$ cat src/hdl/aifs_pkg.sv
// aifs_pkg: shared widths, reset values, map coefficients and types for the
// affine IFS (fern) point generator. No dependencies.
`default_nettype none

package aifs_pkg;

	// geometry and fixed point format
	localparam int GRID_SIZE     = 4096;
	localparam int FRACTION_BITS = 18;
	localparam int POINT_W       = FRACTION_BITS + 6;
	localparam int COEF_W        = FRACTION_BITS + 2;
	localparam int PROD_W        = POINT_W + COEF_W;
	localparam int ACC_W         = PROD_W + 1;
	localparam int SH_W          = ACC_W - FRACTION_BITS;

	// field and register widths
	localparam int RAND_W     = 16;
	localparam int THR_W      = 16;
	localparam int SCALE_W    = 12;
	localparam int PIX_W      = 12;
	localparam int MAP_W      = 2;
	localparam int CFG_DATA_W = 16;
	localparam int CFG_IDX_W  = 3;

	// pixel scaling widths
	localparam int SPROD_W  = POINT_W + SCALE_W + 1;
	localparam int PIXSUM_W = SPROD_W + 1;
	localparam int PIXT_W   = PIXSUM_W - FRACTION_BITS;

	// queue between front and back
	localparam int QUEUE_DEPTH = 2;
	localparam int QPTR_W      = $clog2(QUEUE_DEPTH);
	localparam int QCNT_W      = $clog2(QUEUE_DEPTH + 1);

	// register reset values
	localparam logic [THR_W-1:0]   THR_FIRST_RST  = THR_W'(6554);
	localparam logic [THR_W-1:0]   THR_SECOND_RST = THR_W'(56361);
	localparam logic [THR_W-1:0]   THR_THIRD_RST  = THR_W'(60948);
	localparam logic [SCALE_W-1:0] SCALE_RST      = SCALE_W'(290);
	localparam logic [SCALE_W-1:0] OFFSET_RST     = SCALE_W'(1500);

	typedef enum logic [MAP_W-1:0] {
		MAP_STEM  = 2'd0,
		MAP_MAIN  = 2'd1,
		MAP_LEFT  = 2'd2,
		MAP_RIGHT = 2'd3
	} map_t;

	typedef enum logic [CFG_IDX_W-1:0] {
		REG_THR_FIRST  = 3'd0,
		REG_THR_SECOND = 3'd1,
		REG_THR_THIRD  = 3'd2,
		REG_PIX_SCALE  = 3'd3,
		REG_COL_OFFSET = 3'd4
	} reg_idx_t;

	typedef enum logic [1:0] {
		BK_IDLE,
		BK_ACC,
		BK_PIX,
		BK_FIN
	} bk_state_t;

	typedef struct packed {
		logic [THR_W-1:0]   thr_first;
		logic [THR_W-1:0]   thr_second;
		logic [THR_W-1:0]   thr_third;
		logic [SCALE_W-1:0] pixel_scale;
		logic [SCALE_W-1:0] column_offset;
	} cfg_t;

	// one queue slot: the map picked for an item
	typedef struct packed {
		logic valid;
		map_t sel;
	} q_entry_t;

	typedef logic signed [COEF_W-1:0] coef_t;

	// hundredths to fixed point, rounded to nearest, ties away from zero
	function automatic coef_t coef_fixed(input int h);
		longint m;
		longint q;
		m = (h < 0) ? -longint'(h) : longint'(h);
		q = (m * (longint'(1) << FRACTION_BITS) + 50) / 100;
		return (h < 0) ? coef_t'(-q) : coef_t'(q);
	endfunction

	// x' = a*x + b*y (no map has an x offset), y' = c*x + d*y + f
	localparam coef_t COEF_A [4] = '{coef_fixed(0), coef_fixed(85),
		coef_fixed(20), coef_fixed(-15)};
	localparam coef_t COEF_B [4] = '{coef_fixed(0), coef_fixed(4),
		coef_fixed(-26), coef_fixed(28)};
	localparam coef_t COEF_C [4] = '{coef_fixed(0), coef_fixed(-4),
		coef_fixed(23), coef_fixed(26)};
	localparam coef_t COEF_D [4] = '{coef_fixed(16), coef_fixed(85),
		coef_fixed(22), coef_fixed(24)};
	localparam coef_t COEF_F [4] = '{coef_fixed(0), coef_fixed(160),
		coef_fixed(160), coef_fixed(44)};

endpackage

`default_nettype wire

$ cat src/hdl/aifs_sample_if.sv
// aifs_sample_if: valid/ready channel that carries one random fraction per item.
// Depends on aifs_pkg.
`default_nettype none

interface aifs_sample_if;
	logic                        valid;
	logic                        ready;
	logic [aifs_pkg::RAND_W-1:0] random_fraction;

	modport source (output valid, output random_fraction, input ready);
	modport sink (input valid, input random_fraction, output ready);
endinterface

`default_nettype wire

$ cat src/hdl/aifs_front.sv
// aifs_front: accepts random fractions and picks the affine map for each item
// by threshold compare. Depends on aifs_pkg and aifs_sample_if.
`default_nettype none

module aifs_front (
	aifs_sample_if.sink        sample,
	input  aifs_pkg::cfg_t     cfg,
	input  wire                q_full,
	output aifs_pkg::q_entry_t push
);

	aifs_pkg::map_t sel;

	// ordered compares, first hit wins
	always_comb begin
		if (sample.random_fraction < cfg.thr_first) begin
			sel = aifs_pkg::MAP_STEM;
		end else if (sample.random_fraction < cfg.thr_second) begin
			sel = aifs_pkg::MAP_MAIN;
		end else if (sample.random_fraction < cfg.thr_third) begin
			sel = aifs_pkg::MAP_LEFT;
		end else begin
			sel = aifs_pkg::MAP_RIGHT;
		end
	end

	assign sample.ready = !q_full;
	assign push.valid   = sample.valid && !q_full;
	assign push.sel     = sel;

endmodule

`default_nettype wire

$ cat src/flat_wrapper.sv
// flat-port wrapper written by rule: the top's interface ports become plain ports
module aifs_front_flat 
  (cfg, q_full, push, sample_valid, sample_random_fraction, sample_ready);
  aifs_sample_if sample_i ();
  input  aifs_pkg::cfg_t cfg;
  input  wire q_full;
  output aifs_pkg::q_entry_t push;
  input wire logic [$bits(sample_i.valid)-1:0] sample_valid;
  input wire logic [$bits(sample_i.random_fraction)-1:0] sample_random_fraction;
  output wire logic [$bits(sample_i.ready)-1:0] sample_ready;
  assign sample_i.valid = sample_valid;
  assign sample_i.random_fraction = sample_random_fraction;
  assign sample_ready = sample_i.ready;
  aifs_front u_core (.sample(sample_i), .cfg(cfg), .q_full(q_full), .push(push));
endmodule
$ cat config.mk
export PLATFORM = sky130hd
export DESIGN_NAME = aifs_front_flat
export DESIGN_NICKNAME = d
export VERILOG_FILES = /design/src/hdl/aifs_pkg.sv /design/src/hdl/aifs_sample_if.sv /design/src/hdl/aifs_front.sv /design/src/flat_wrapper.sv
export SDC_FILE = /design/constraint.sdc
export NUM_CORES = 1
export LEC_CHECK = 0
export BUFFER_PORTS_ARGS = -buffer_cell sky130_fd_sc_hd__buf_2
export CAP_MARGIN = 20
export CORE_AREA = 2 2 60 62
export DETAILED_ROUTE_END_ITERATION = 8
export DIE_AREA = 0 0 62 64
export PLACE_DENSITY = 0.8
export SLEW_MARGIN = 15
export SYNTH_ARGS = -nofsm -noshare
export SYNTH_HDL_FRONTEND = slang
export SYNTH_SLANG_ARGS = --single-unit
$ cat constraint.sdc
create_clock -name vclk -period 1.2
set_input_delay 0 -clock vclk [all_inputs]
set_output_delay 0 -clock vclk [all_outputs]
set_load 0.1 [all_outputs]
==> summary.md <==
| Metric | Value |
|---|---|
| Max_cap viols | `0` |
| Peak supply drop | `roughly 0.00036 V` |
| Cell count after synthesis | `approximately 160` |
| Antenna diodes | `0` |
| Post-route DRC | `0` |
| RSZ-0062 raised after global routing | `true` |
| Area delta synth->final | `68.9%` |
| Data arrival time of the worst path | `approximately 1.5 ns` |
| Detail Route Antenna Nets | `0` |
| Final sequential cell count | `0` |
| GPL Wtd Cong | `0.785` |
| Mapped Area | `0.00120 mm^2` |
| Initial antenna violation count | `0` |
| Setup ws final | `-0.309 ns` |
| Crit path to | `push[0]` |
| Max-slew headroom | `between 60 and 70%` |
| Final setup fails | `2` |
| CP required | `~1.2 ns` |
| Starting Density | `36.5%` |
| Worst Max-Slew Pin Slew | `0.485 ns` |
| Worst-path fanout max | `2` |
| Vias | `1390` |
| Die span in y | `between 60 and 70 um` |
| Yosys cell types | `26` |
| Iteration-0 DRC count of the detailed router | `26` |
| Post-CTS Hold Buffers | `0` |
| DRT Pass-1 Iters | `4` |
| Via density | `4.78` |
| Worst hold path class | `primary input to primary output` |
| Final slew viol count | `0` |
| Synthesized area per cell | `about 7.6 um^2` |
| Leak Pwr | `0.00114 uW` |
| Pin count of the biggest net entering global routing | `4` |
| Final hold violations | `0` |
| Die area | `a little under 0.004 mm^2` |
| Final nets | `about 380` |
| Largest cells by area after synthesis | `ha_1 (47%), inv_1 (14%), a21oi_1 (6.3%)` |
| Clock buf count | `0` |
| Fin crit period | `roughly 1.5 ns` |
| Top cell type's share of synthesized area | `between 40% and 50%` |
| Yosys warns | `0` |
| Register area share after synthesis | `0%` |
| CP startpoint | `cfg[71]` |
| Min Hold Slack | `0.403 ns` |
| Number of global-route vias before repair | `approximately 1400` |
| Fillers | `roughly 300` |
| FMAX | `between 0.6 and 0.7 GHz` |
| Violated checks | `negative setup slack` |
| Routed wire length per instance | `approximately 11 um` |
| Core Rows | `21` |
| First-pass GRT wire length | `5270 um` |
| Core area | `around 0.0033 mm^2` |
| IO buf count | `70` |
| GRT Residual Overflow | `0` |
| Setup crit start kind | `primary input` |
| Status | `finished, violations left` |
| HPWL Detailed | `between 2000 and 3000 um` |
| Total Wirelength | `between 3000 and 4000 um` |
| Share of layout cells above drive strength 1 | `between 40% and 50%` |
| Fin crit share | `126%` |
| Gr usage total | `16.4%` |
| CP endpoint kind | `primary output` |
| Top-level port count | `94` |
| PwrDens | `~380 mW/mm^2` |
| Register area | `0 um^2` |
| Syn nets | `about 290` |
| Die Width | `just over 60 um` |
| Setup TNS | `-0.603 ns` |
| Cell taking the most area after synthesis | `ha_1` |
| CP Class | `primary input to primary output` |
| Hold path startpoint | `q_full` |
layer usage:
metal | GRT usage, % | wire (um) | vias up
met5 | 0 | 0 | -
met4 | 2.13 | 45 | 0
met3 | 1.42 | 229 | 4
met2 | 32.6 | 1680 | 50
met1 | 18.2 | 1300 | 612
li1 | - | - | 724
worst min-delay path by stage:
stage	to	cells after the start
after floorplan	push[2]	1
after global routing	push[2]	3
after detailed placement	push[2]	3
final	sample_ready	3
after CTS	sample_ready	3
after global placement	sample_ready	3
cell usage in the layout (no fill, tap or decap), types with 3 or more instances in the layout:
| cell | count |
|---|---|
| nand2_1 | 9 |
| a21oi_1 | 14 |
| buf_6 | 4 |
| buf_4 | 15 |
| nand3_1 | 4 |
| o21a_1 | 3 |
| ha_4 | 15 |
| buf_2 | 65 |
| inv_1 | 44 |
| a21o_1 | 5 |
| nand4_1 | 4 |
| ha_1 | 30 |
timing repair:
| item | 4_1_cts | 5_1_grt |
|---|---|---|
| resized for setup | 14 | 6 |
| endpoints found under the setup margin | 2 | 2 |
| buffers inserted | 1 | 0 |
| pin swaps | 2 | 7 |
power breakdown:
part	switching (uW)	internal (uW)	total, uW
logic	385	393	778
registers	0	0	0
clock network	0	0	0
critical path, stage by stage:
cell and delay [ns]:
buf_2 0.08, inv_1 0.05, ha_4 0.26, and4_1 0.21, nand2_1 0.07, nor2_1 0.13
a2111oi_2 0.08, buf_4 0.15, a22oi_2 0.24, buf_12 0.21
synth_stat cells, types with 3 or more instances:
cell type / count
nand4_1: 4
ha_1: 45
nand2_1: 9
nand3_1: 4
a21o_1: 5
a21oi_1: 15
o21a_1: 3
inv_1: 46
kinds of logic after synthesis:
family / count (synthesis) / share of synthesized area [%]
compound gates: 38 / 24.6
fa+ha+maj: 45 / 47.0
buf+inv: 46 / 14.4
simple gates: 29 / 14.0
final cells by class:
| class | count | area [um^2] | area share (%) |
|---|---|---|---|
| multi-input combinational | 112 | 1240 | 61.4 |
| timing repair buffer | 87 | 538 | 26.6 |
| inverter | 46 | 185 | 9.16 |
| tap | 46 | 57.6 | 2.85 |
metrics by stage:
step	total power, uW	worst slack (ns)	util (%)	cell area [um^2]	std cells
2_1_floorplan	414	-0.542	-	1300	158
3_3_place_gp	701	-0.359	56.5	1860	290
3_5_place_dp	716	-0.388	56.5	1860	290
4_1_cts	755	-0.350	59.8	1960	291
5_1_grt	867	-0.389	61.6	2020	291
6_report	778	-0.309	61.6	2020	291
Power figures use the tool's default switching activity.
