<file path="config.mk">
export PLATFORM = sky130hd
export DESIGN_NAME = aifs_queue
export DESIGN_NICKNAME = d
export VERILOG_FILES = /design/src/hdl/aifs_pkg.sv /design/src/hdl/aifs_queue.sv
export SDC_FILE = /design/constraint.sdc
export NUM_CORES = 1
export LEC_CHECK = 0
export ABC_AREA = 1
export BUFFER_PORTS_ARGS = -buffer_cell sky130_fd_sc_hd__buf_2
export CAP_MARGIN = 20
export CORE_AREA = 4 4 41 43
export CTS_BUF_LIST = sky130_fd_sc_hd__clkbuf_4 sky130_fd_sc_hd__clkbuf_8
export CTS_CLUSTER_DIAMETER = 200
export DETAILED_ROUTE_END_ITERATION = 10
export DIE_AREA = 0 0 45 47
export HOLD_SLACK_MARGIN = 0.06
export PLACE_DENSITY = 0.53
export SKIP_CTS_REPAIR_TIMING = 1
export SYNTH_ARGS = -nofsm -noshare
export SYNTH_HDL_FRONTEND = slang
export SYNTH_SLANG_ARGS = --single-unit
</file>
<file path="constraint.sdc">
create_clock -name clk -period 2.9 [get_ports clk]
set_input_delay 0.58 -clock clk [delete_from_list [all_inputs] [get_ports clk]]
set_output_delay 0.58 -clock clk [all_outputs]
set_load 0.005 [all_outputs]
</file>
<file path="src/hdl/aifs_pkg.sv">
// aifs_pkg: shared widths, reset values, map coefficients and types for the
// affine IFS (fern) point generator. No dependencies.
`default_nettype none

package aifs_pkg;

	// geometry and fixed point format
	localparam int GRID_SIZE     = 4096;
	localparam int FRACTION_BITS = 18;
	localparam int POINT_W       = FRACTION_BITS + 6;
	localparam int COEF_W        = FRACTION_BITS + 2;
	localparam int PROD_W        = POINT_W + COEF_W;
	localparam int ACC_W         = PROD_W + 1;
	localparam int SH_W          = ACC_W - FRACTION_BITS;

	// field and register widths
	localparam int RAND_W     = 16;
	localparam int THR_W      = 16;
	localparam int SCALE_W    = 12;
	localparam int PIX_W      = 12;
	localparam int MAP_W      = 2;
	localparam int CFG_DATA_W = 16;
	localparam int CFG_IDX_W  = 3;

	// pixel scaling widths
	localparam int SPROD_W  = POINT_W + SCALE_W + 1;
	localparam int PIXSUM_W = SPROD_W + 1;
	localparam int PIXT_W   = PIXSUM_W - FRACTION_BITS;

	// queue between front and back
	localparam int QUEUE_DEPTH = 2;
	localparam int QPTR_W      = $clog2(QUEUE_DEPTH);
	localparam int QCNT_W      = $clog2(QUEUE_DEPTH + 1);

	// register reset values
	localparam logic [THR_W-1:0]   THR_FIRST_RST  = THR_W'(6554);
	localparam logic [THR_W-1:0]   THR_SECOND_RST = THR_W'(56361);
	localparam logic [THR_W-1:0]   THR_THIRD_RST  = THR_W'(60948);
	localparam logic [SCALE_W-1:0] SCALE_RST      = SCALE_W'(290);
	localparam logic [SCALE_W-1:0] OFFSET_RST     = SCALE_W'(1500);

	typedef enum logic [MAP_W-1:0] {
		MAP_STEM  = 2'd0,
		MAP_MAIN  = 2'd1,
		MAP_LEFT  = 2'd2,
		MAP_RIGHT = 2'd3
	} map_t;

	typedef enum logic [CFG_IDX_W-1:0] {
		REG_THR_FIRST  = 3'd0,
		REG_THR_SECOND = 3'd1,
		REG_THR_THIRD  = 3'd2,
		REG_PIX_SCALE  = 3'd3,
		REG_COL_OFFSET = 3'd4
	} reg_idx_t;

	typedef enum logic [1:0] {
		BK_IDLE,
		BK_ACC,
		BK_PIX,
		BK_FIN
	} bk_state_t;

	typedef struct packed {
		logic [THR_W-1:0]   thr_first;
		logic [THR_W-1:0]   thr_second;
		logic [THR_W-1:0]   thr_third;
		logic [SCALE_W-1:0] pixel_scale;
		logic [SCALE_W-1:0] column_offset;
	} cfg_t;

	// one queue slot: the map picked for an item
	typedef struct packed {
		logic valid;
		map_t sel;
	} q_entry_t;

	typedef logic signed [COEF_W-1:0] coef_t;

	// hundredths to fixed point, rounded to nearest, ties away from zero
	function automatic coef_t coef_fixed(input int h);
		longint m;
		longint q;
		m = (h < 0) ? -longint'(h) : longint'(h);
		q = (m * (longint'(1) << FRACTION_BITS) + 50) / 100;
		return (h < 0) ? coef_t'(-q) : coef_t'(q);
	endfunction

	// x' = a*x + b*y (no map has an x offset), y' = c*x + d*y + f
	localparam coef_t COEF_A [4] = '{coef_fixed(0), coef_fixed(85),
		coef_fixed(20), coef_fixed(-15)};
	localparam coef_t COEF_B [4] = '{coef_fixed(0), coef_fixed(4),
		coef_fixed(-26), coef_fixed(28)};
	localparam coef_t COEF_C [4] = '{coef_fixed(0), coef_fixed(-4),
		coef_fixed(23), coef_fixed(26)};
	localparam coef_t COEF_D [4] = '{coef_fixed(16), coef_fixed(85),
		coef_fixed(22), coef_fixed(24)};
	localparam coef_t COEF_F [4] = '{coef_fixed(0), coef_fixed(160),
		coef_fixed(160), coef_fixed(44)};

endpackage

`default_nettype wire

</file>
<file path="src/hdl/aifs_queue.sv">
// aifs_queue: short first-in first-out queue of map selections between the
// front and the back. Depends on aifs_pkg.
`default_nettype none

module aifs_queue (
	input  wire                clk,
	input  wire                arst_n,
	input  aifs_pkg::q_entry_t wr,
	input  wire                rd_en,
	output aifs_pkg::q_entry_t rd,
	output logic               full
);

	aifs_pkg::map_t               slot_q [aifs_pkg::QUEUE_DEPTH];
	logic [aifs_pkg::QPTR_W-1:0]  wr_ptr_q;
	logic [aifs_pkg::QPTR_W-1:0]  rd_ptr_q;
	logic [aifs_pkg::QCNT_W-1:0]  count_q;
	logic                         do_wr;
	logic                         do_rd;

	assign full  = (count_q == aifs_pkg::QCNT_W'(aifs_pkg::QUEUE_DEPTH));
	assign do_wr = wr.valid && !full;
	assign do_rd = rd_en && (count_q != '0);

	// head of the queue
	assign rd.valid = (count_q != '0);
	assign rd.sel   = slot_q[rd_ptr_q];

	// storage
	always_ff @(posedge clk) begin
		if (do_wr) begin
			slot_q[wr_ptr_q] <= wr.sel;
		end
	end

	// pointers and fill count
	always_ff @(posedge clk or negedge arst_n) begin
		if (!arst_n) begin
			wr_ptr_q <= '0;
			rd_ptr_q <= '0;
			count_q  <= '0;
		end else begin
			if (do_wr) begin
				wr_ptr_q <= (wr_ptr_q == aifs_pkg::QPTR_W'(aifs_pkg::QUEUE_DEPTH - 1)) ?
					'0 : wr_ptr_q + 1'b1;
			end
			if (do_rd) begin
				rd_ptr_q <= (rd_ptr_q == aifs_pkg::QPTR_W'(aifs_pkg::QUEUE_DEPTH - 1)) ?
					'0 : rd_ptr_q + 1'b1;
			end
			if (do_wr && !do_rd) begin
				count_q <= count_q + 1'b1;
			end else if (do_rd && !do_wr) begin
				count_q <= count_q - 1'b1;
			end
		end
	end

endmodule

`default_nettype wire

</file>
==> flow_summary.json <==
{
  "switching_share_pct": 36.6,
  "final.setup_skew_ps": 1.38,
  "syn_inst": 42,
  "slew_headroom_pct": 85.3,
  "wl_um": 594,
  "post-place-ws_ps": 1380,
  "route.detailed.drc": 0,
  "endpoint_kind": "output pin",
  "power.switching_uw": 177,
  "io_pins": 10,
  "power.leakage_nw": 0.252,
  "clock.fmax_ghz": 0.623,
  "rows": 13,
  "fin_crit_sh_pct": 55.3,
  "cts-root-buf": "clkbuf_4",
  "antenna_found_initial": 0,
  "p_per_area_mw_per_mm2": 1010,
  "htree_num_levels": 1,
  "worstPathRequired_ps": 2320,
  "pwr-share-comb_pct": 39.8,
  "yosys_warnings": 0,
  "fin_tns_setup_ps": 0,
  "wire_per_inst_um": 8.49,
  "via_per_inst": 4.01,
  "ff2ff_path_depth": 7,
  "gp_congestion": 0.642,
  "clkPwrFrac_pct": 20.1,
  "drv_cap": 0,
  "layout_commonest_cell": "nand2_1",
  "drt_pass1_iterations": 2,
  "hold_class": "in2async",
  "numCtsBuffers": 3,
  "worst_slack_ps": 1290,
  "fin_nets": 63,
  "vdd_drop_max_uv": 336,
  "p_seq_share_pct": 40.1,
  "die_w_um": 45,
  "critPathLaunchType": "flip-flop",
  "finalSetupViolCount": 0,
  "syn_to_final_growth_pct": 24.4,
  "start_util_pct": 29.6,
  "coreArea_mm2": 0.00130,
  "crit_fanout": 5,
  "grt_pass1_vias": 248,
  "clock_sinks": 8,
  "syn-num-nets": 49,
  "die_h_um": 47,
  "hold_violations": 0,
  "rsz0062_at_grt": "false",
  "clkSlewWorstSetupHoldPaths_ps": 50,
  "antenna_cells": 0,
  "portBuffers": 9,
  "layout_common_cells": "14 x nand2_1, 9 x buf_2, 6 x inv_1",
  "synth.avg_cell_area_um2": 9.18,
  "drive_gt1_share_pct": 36.4,
  "num_vias": 281,
  "grt_max_degree": 6,
  "min_period_ps": 1610,
  "cts_max_path_buffers": 2,
  "worstMarginPinSlew_ps": 218,
  "ys_types": 14,
  "netlist_area_um2": 385,
  "path_class": "reg2out",
  "clk_latency_ps": 250,
  "internal_power_uw": 307,
  "outcome": "completed",
  "rr_startpoint": "count_q[0]",
  "grt_usage_pct": 6.63,
  "slew_viol_final": 0,
  "grt-ovfl-total": 0,
  "arrival_ps": 1030,
  "cts_tree": "built",
  "drt_first_iter_violations": 3,
  "synth_seq_cells": 8,
  "dp_hpwl_um": 514,
  "yosysSeqAreaShare_pct": 57.1,
  "rr_endpoint": "count_q[1]",
  "detail-route-antenna-nets": 0,
  "dieArea_mm2": 0.00212,
  "grt_pass1_wl_um": 952,
  "r2r_slack_ps": 1530
}
-- metal layers --
metal	GRT usage [%]	routed length, um
met3	2.68	46
met4	7.02	0
met2	9.04	286
met1	7.53	261
met5	0	0
-- layout make-up --
cell class | instances | area, um^2
Inverter | 8 | 30.0
Fill cell | 155 | 822
Tap cell | 15 | 18.8
Sequential cell | 8 | 220
Clock buffer | 4 | 30.0
Multi-Input combinational cell | 26 | 135
Timing Repair Buffer | 9 | 45.0
-- worst max path at each step --
stage / startpoint / endpoint / cells past startpoint
floorplan: wr[2] / count_q[1] / 7
global placement: wr[2] / count_q[1] / 8
detailed placement: wr[2] / count_q[1] / 8
CTS: count_q[0] / full / 2
global route: count_q[0] / full / 2
finish: count_q[0] / full / 2
-- Yosys cell counts --
cell | instances | share of area [%]
inv_1 | 6 | 5.8
edfxtp_1 | 4 | 31
nor2_2 | 1 | 1.6
dfrtp_1 | 4 | 26
nand4_1 | 1 | 1.6
ha_1 | 1 | 3.2
o21ai_0 | 1 | 1.3
nand3_1 | 2 | 2.6
nor2_4 | 1 | 2.9
nand2_1 | 14 | 14
xnor2_1 | 1 | 2.3
nor2_1 | 1 | 0.97
inv_2 | 2 | 1.9
nand2_2 | 3 | 4.9
-- power by group through the flow --
stage	logic (mW)	registers, mW	clock network [mW]
finish	0.192	0.194	0.0974
floorplan	0.143	0.190	0
global placement	0.194	0.195	0
detailed placement	0.197	0.196	0
CTS	0.198	0.194	0.102
global route	0.220	0.199	0.105
-- stage by stage --
| step | instance area [um^2] | cells | power, mW | hold slack [ps] | utilization [%] |
|---|---|---|---|---|---|
| floorplan | 385 | 42 | 0.333 | 284 | - |
| global placement | 449 | 66 | 0.389 | 394 | 34.5 |
| detailed placement | 449 | 66 | 0.393 | 396 | 34.5 |
| CTS | 479 | 70 | 0.494 | 125 | 36.8 |
| global route | 479 | 70 | 0.525 | 123 | 36.8 |
| finish | 479 | 70 | 0.484 | 129 | 36.8 |
-- critical path: stages, from the launching register on --
cell     delay, ps
dfrtp_1        450
nor2_2         190
buf_2          140
-- flip-flops by register name, summed over array words and instances, names as in the netlist --
name      count
rd_ptr_q      1
slot_q        4
count_q       2
wr_ptr_q      1
-- logic make-up after synthesis --
family                     after synthesis  share of synthesized area [%]
AOI/OAI and AO/OA                        1                           1.30
xor gates and xnor gates                 1                           2.27
adders and majority gates                1                           3.25
buffers and inverters                    8                           7.79
DFF                                      8                           57.1
and+or+nand+nor                         23                           28.2
(Power assumes the default switching activity.)
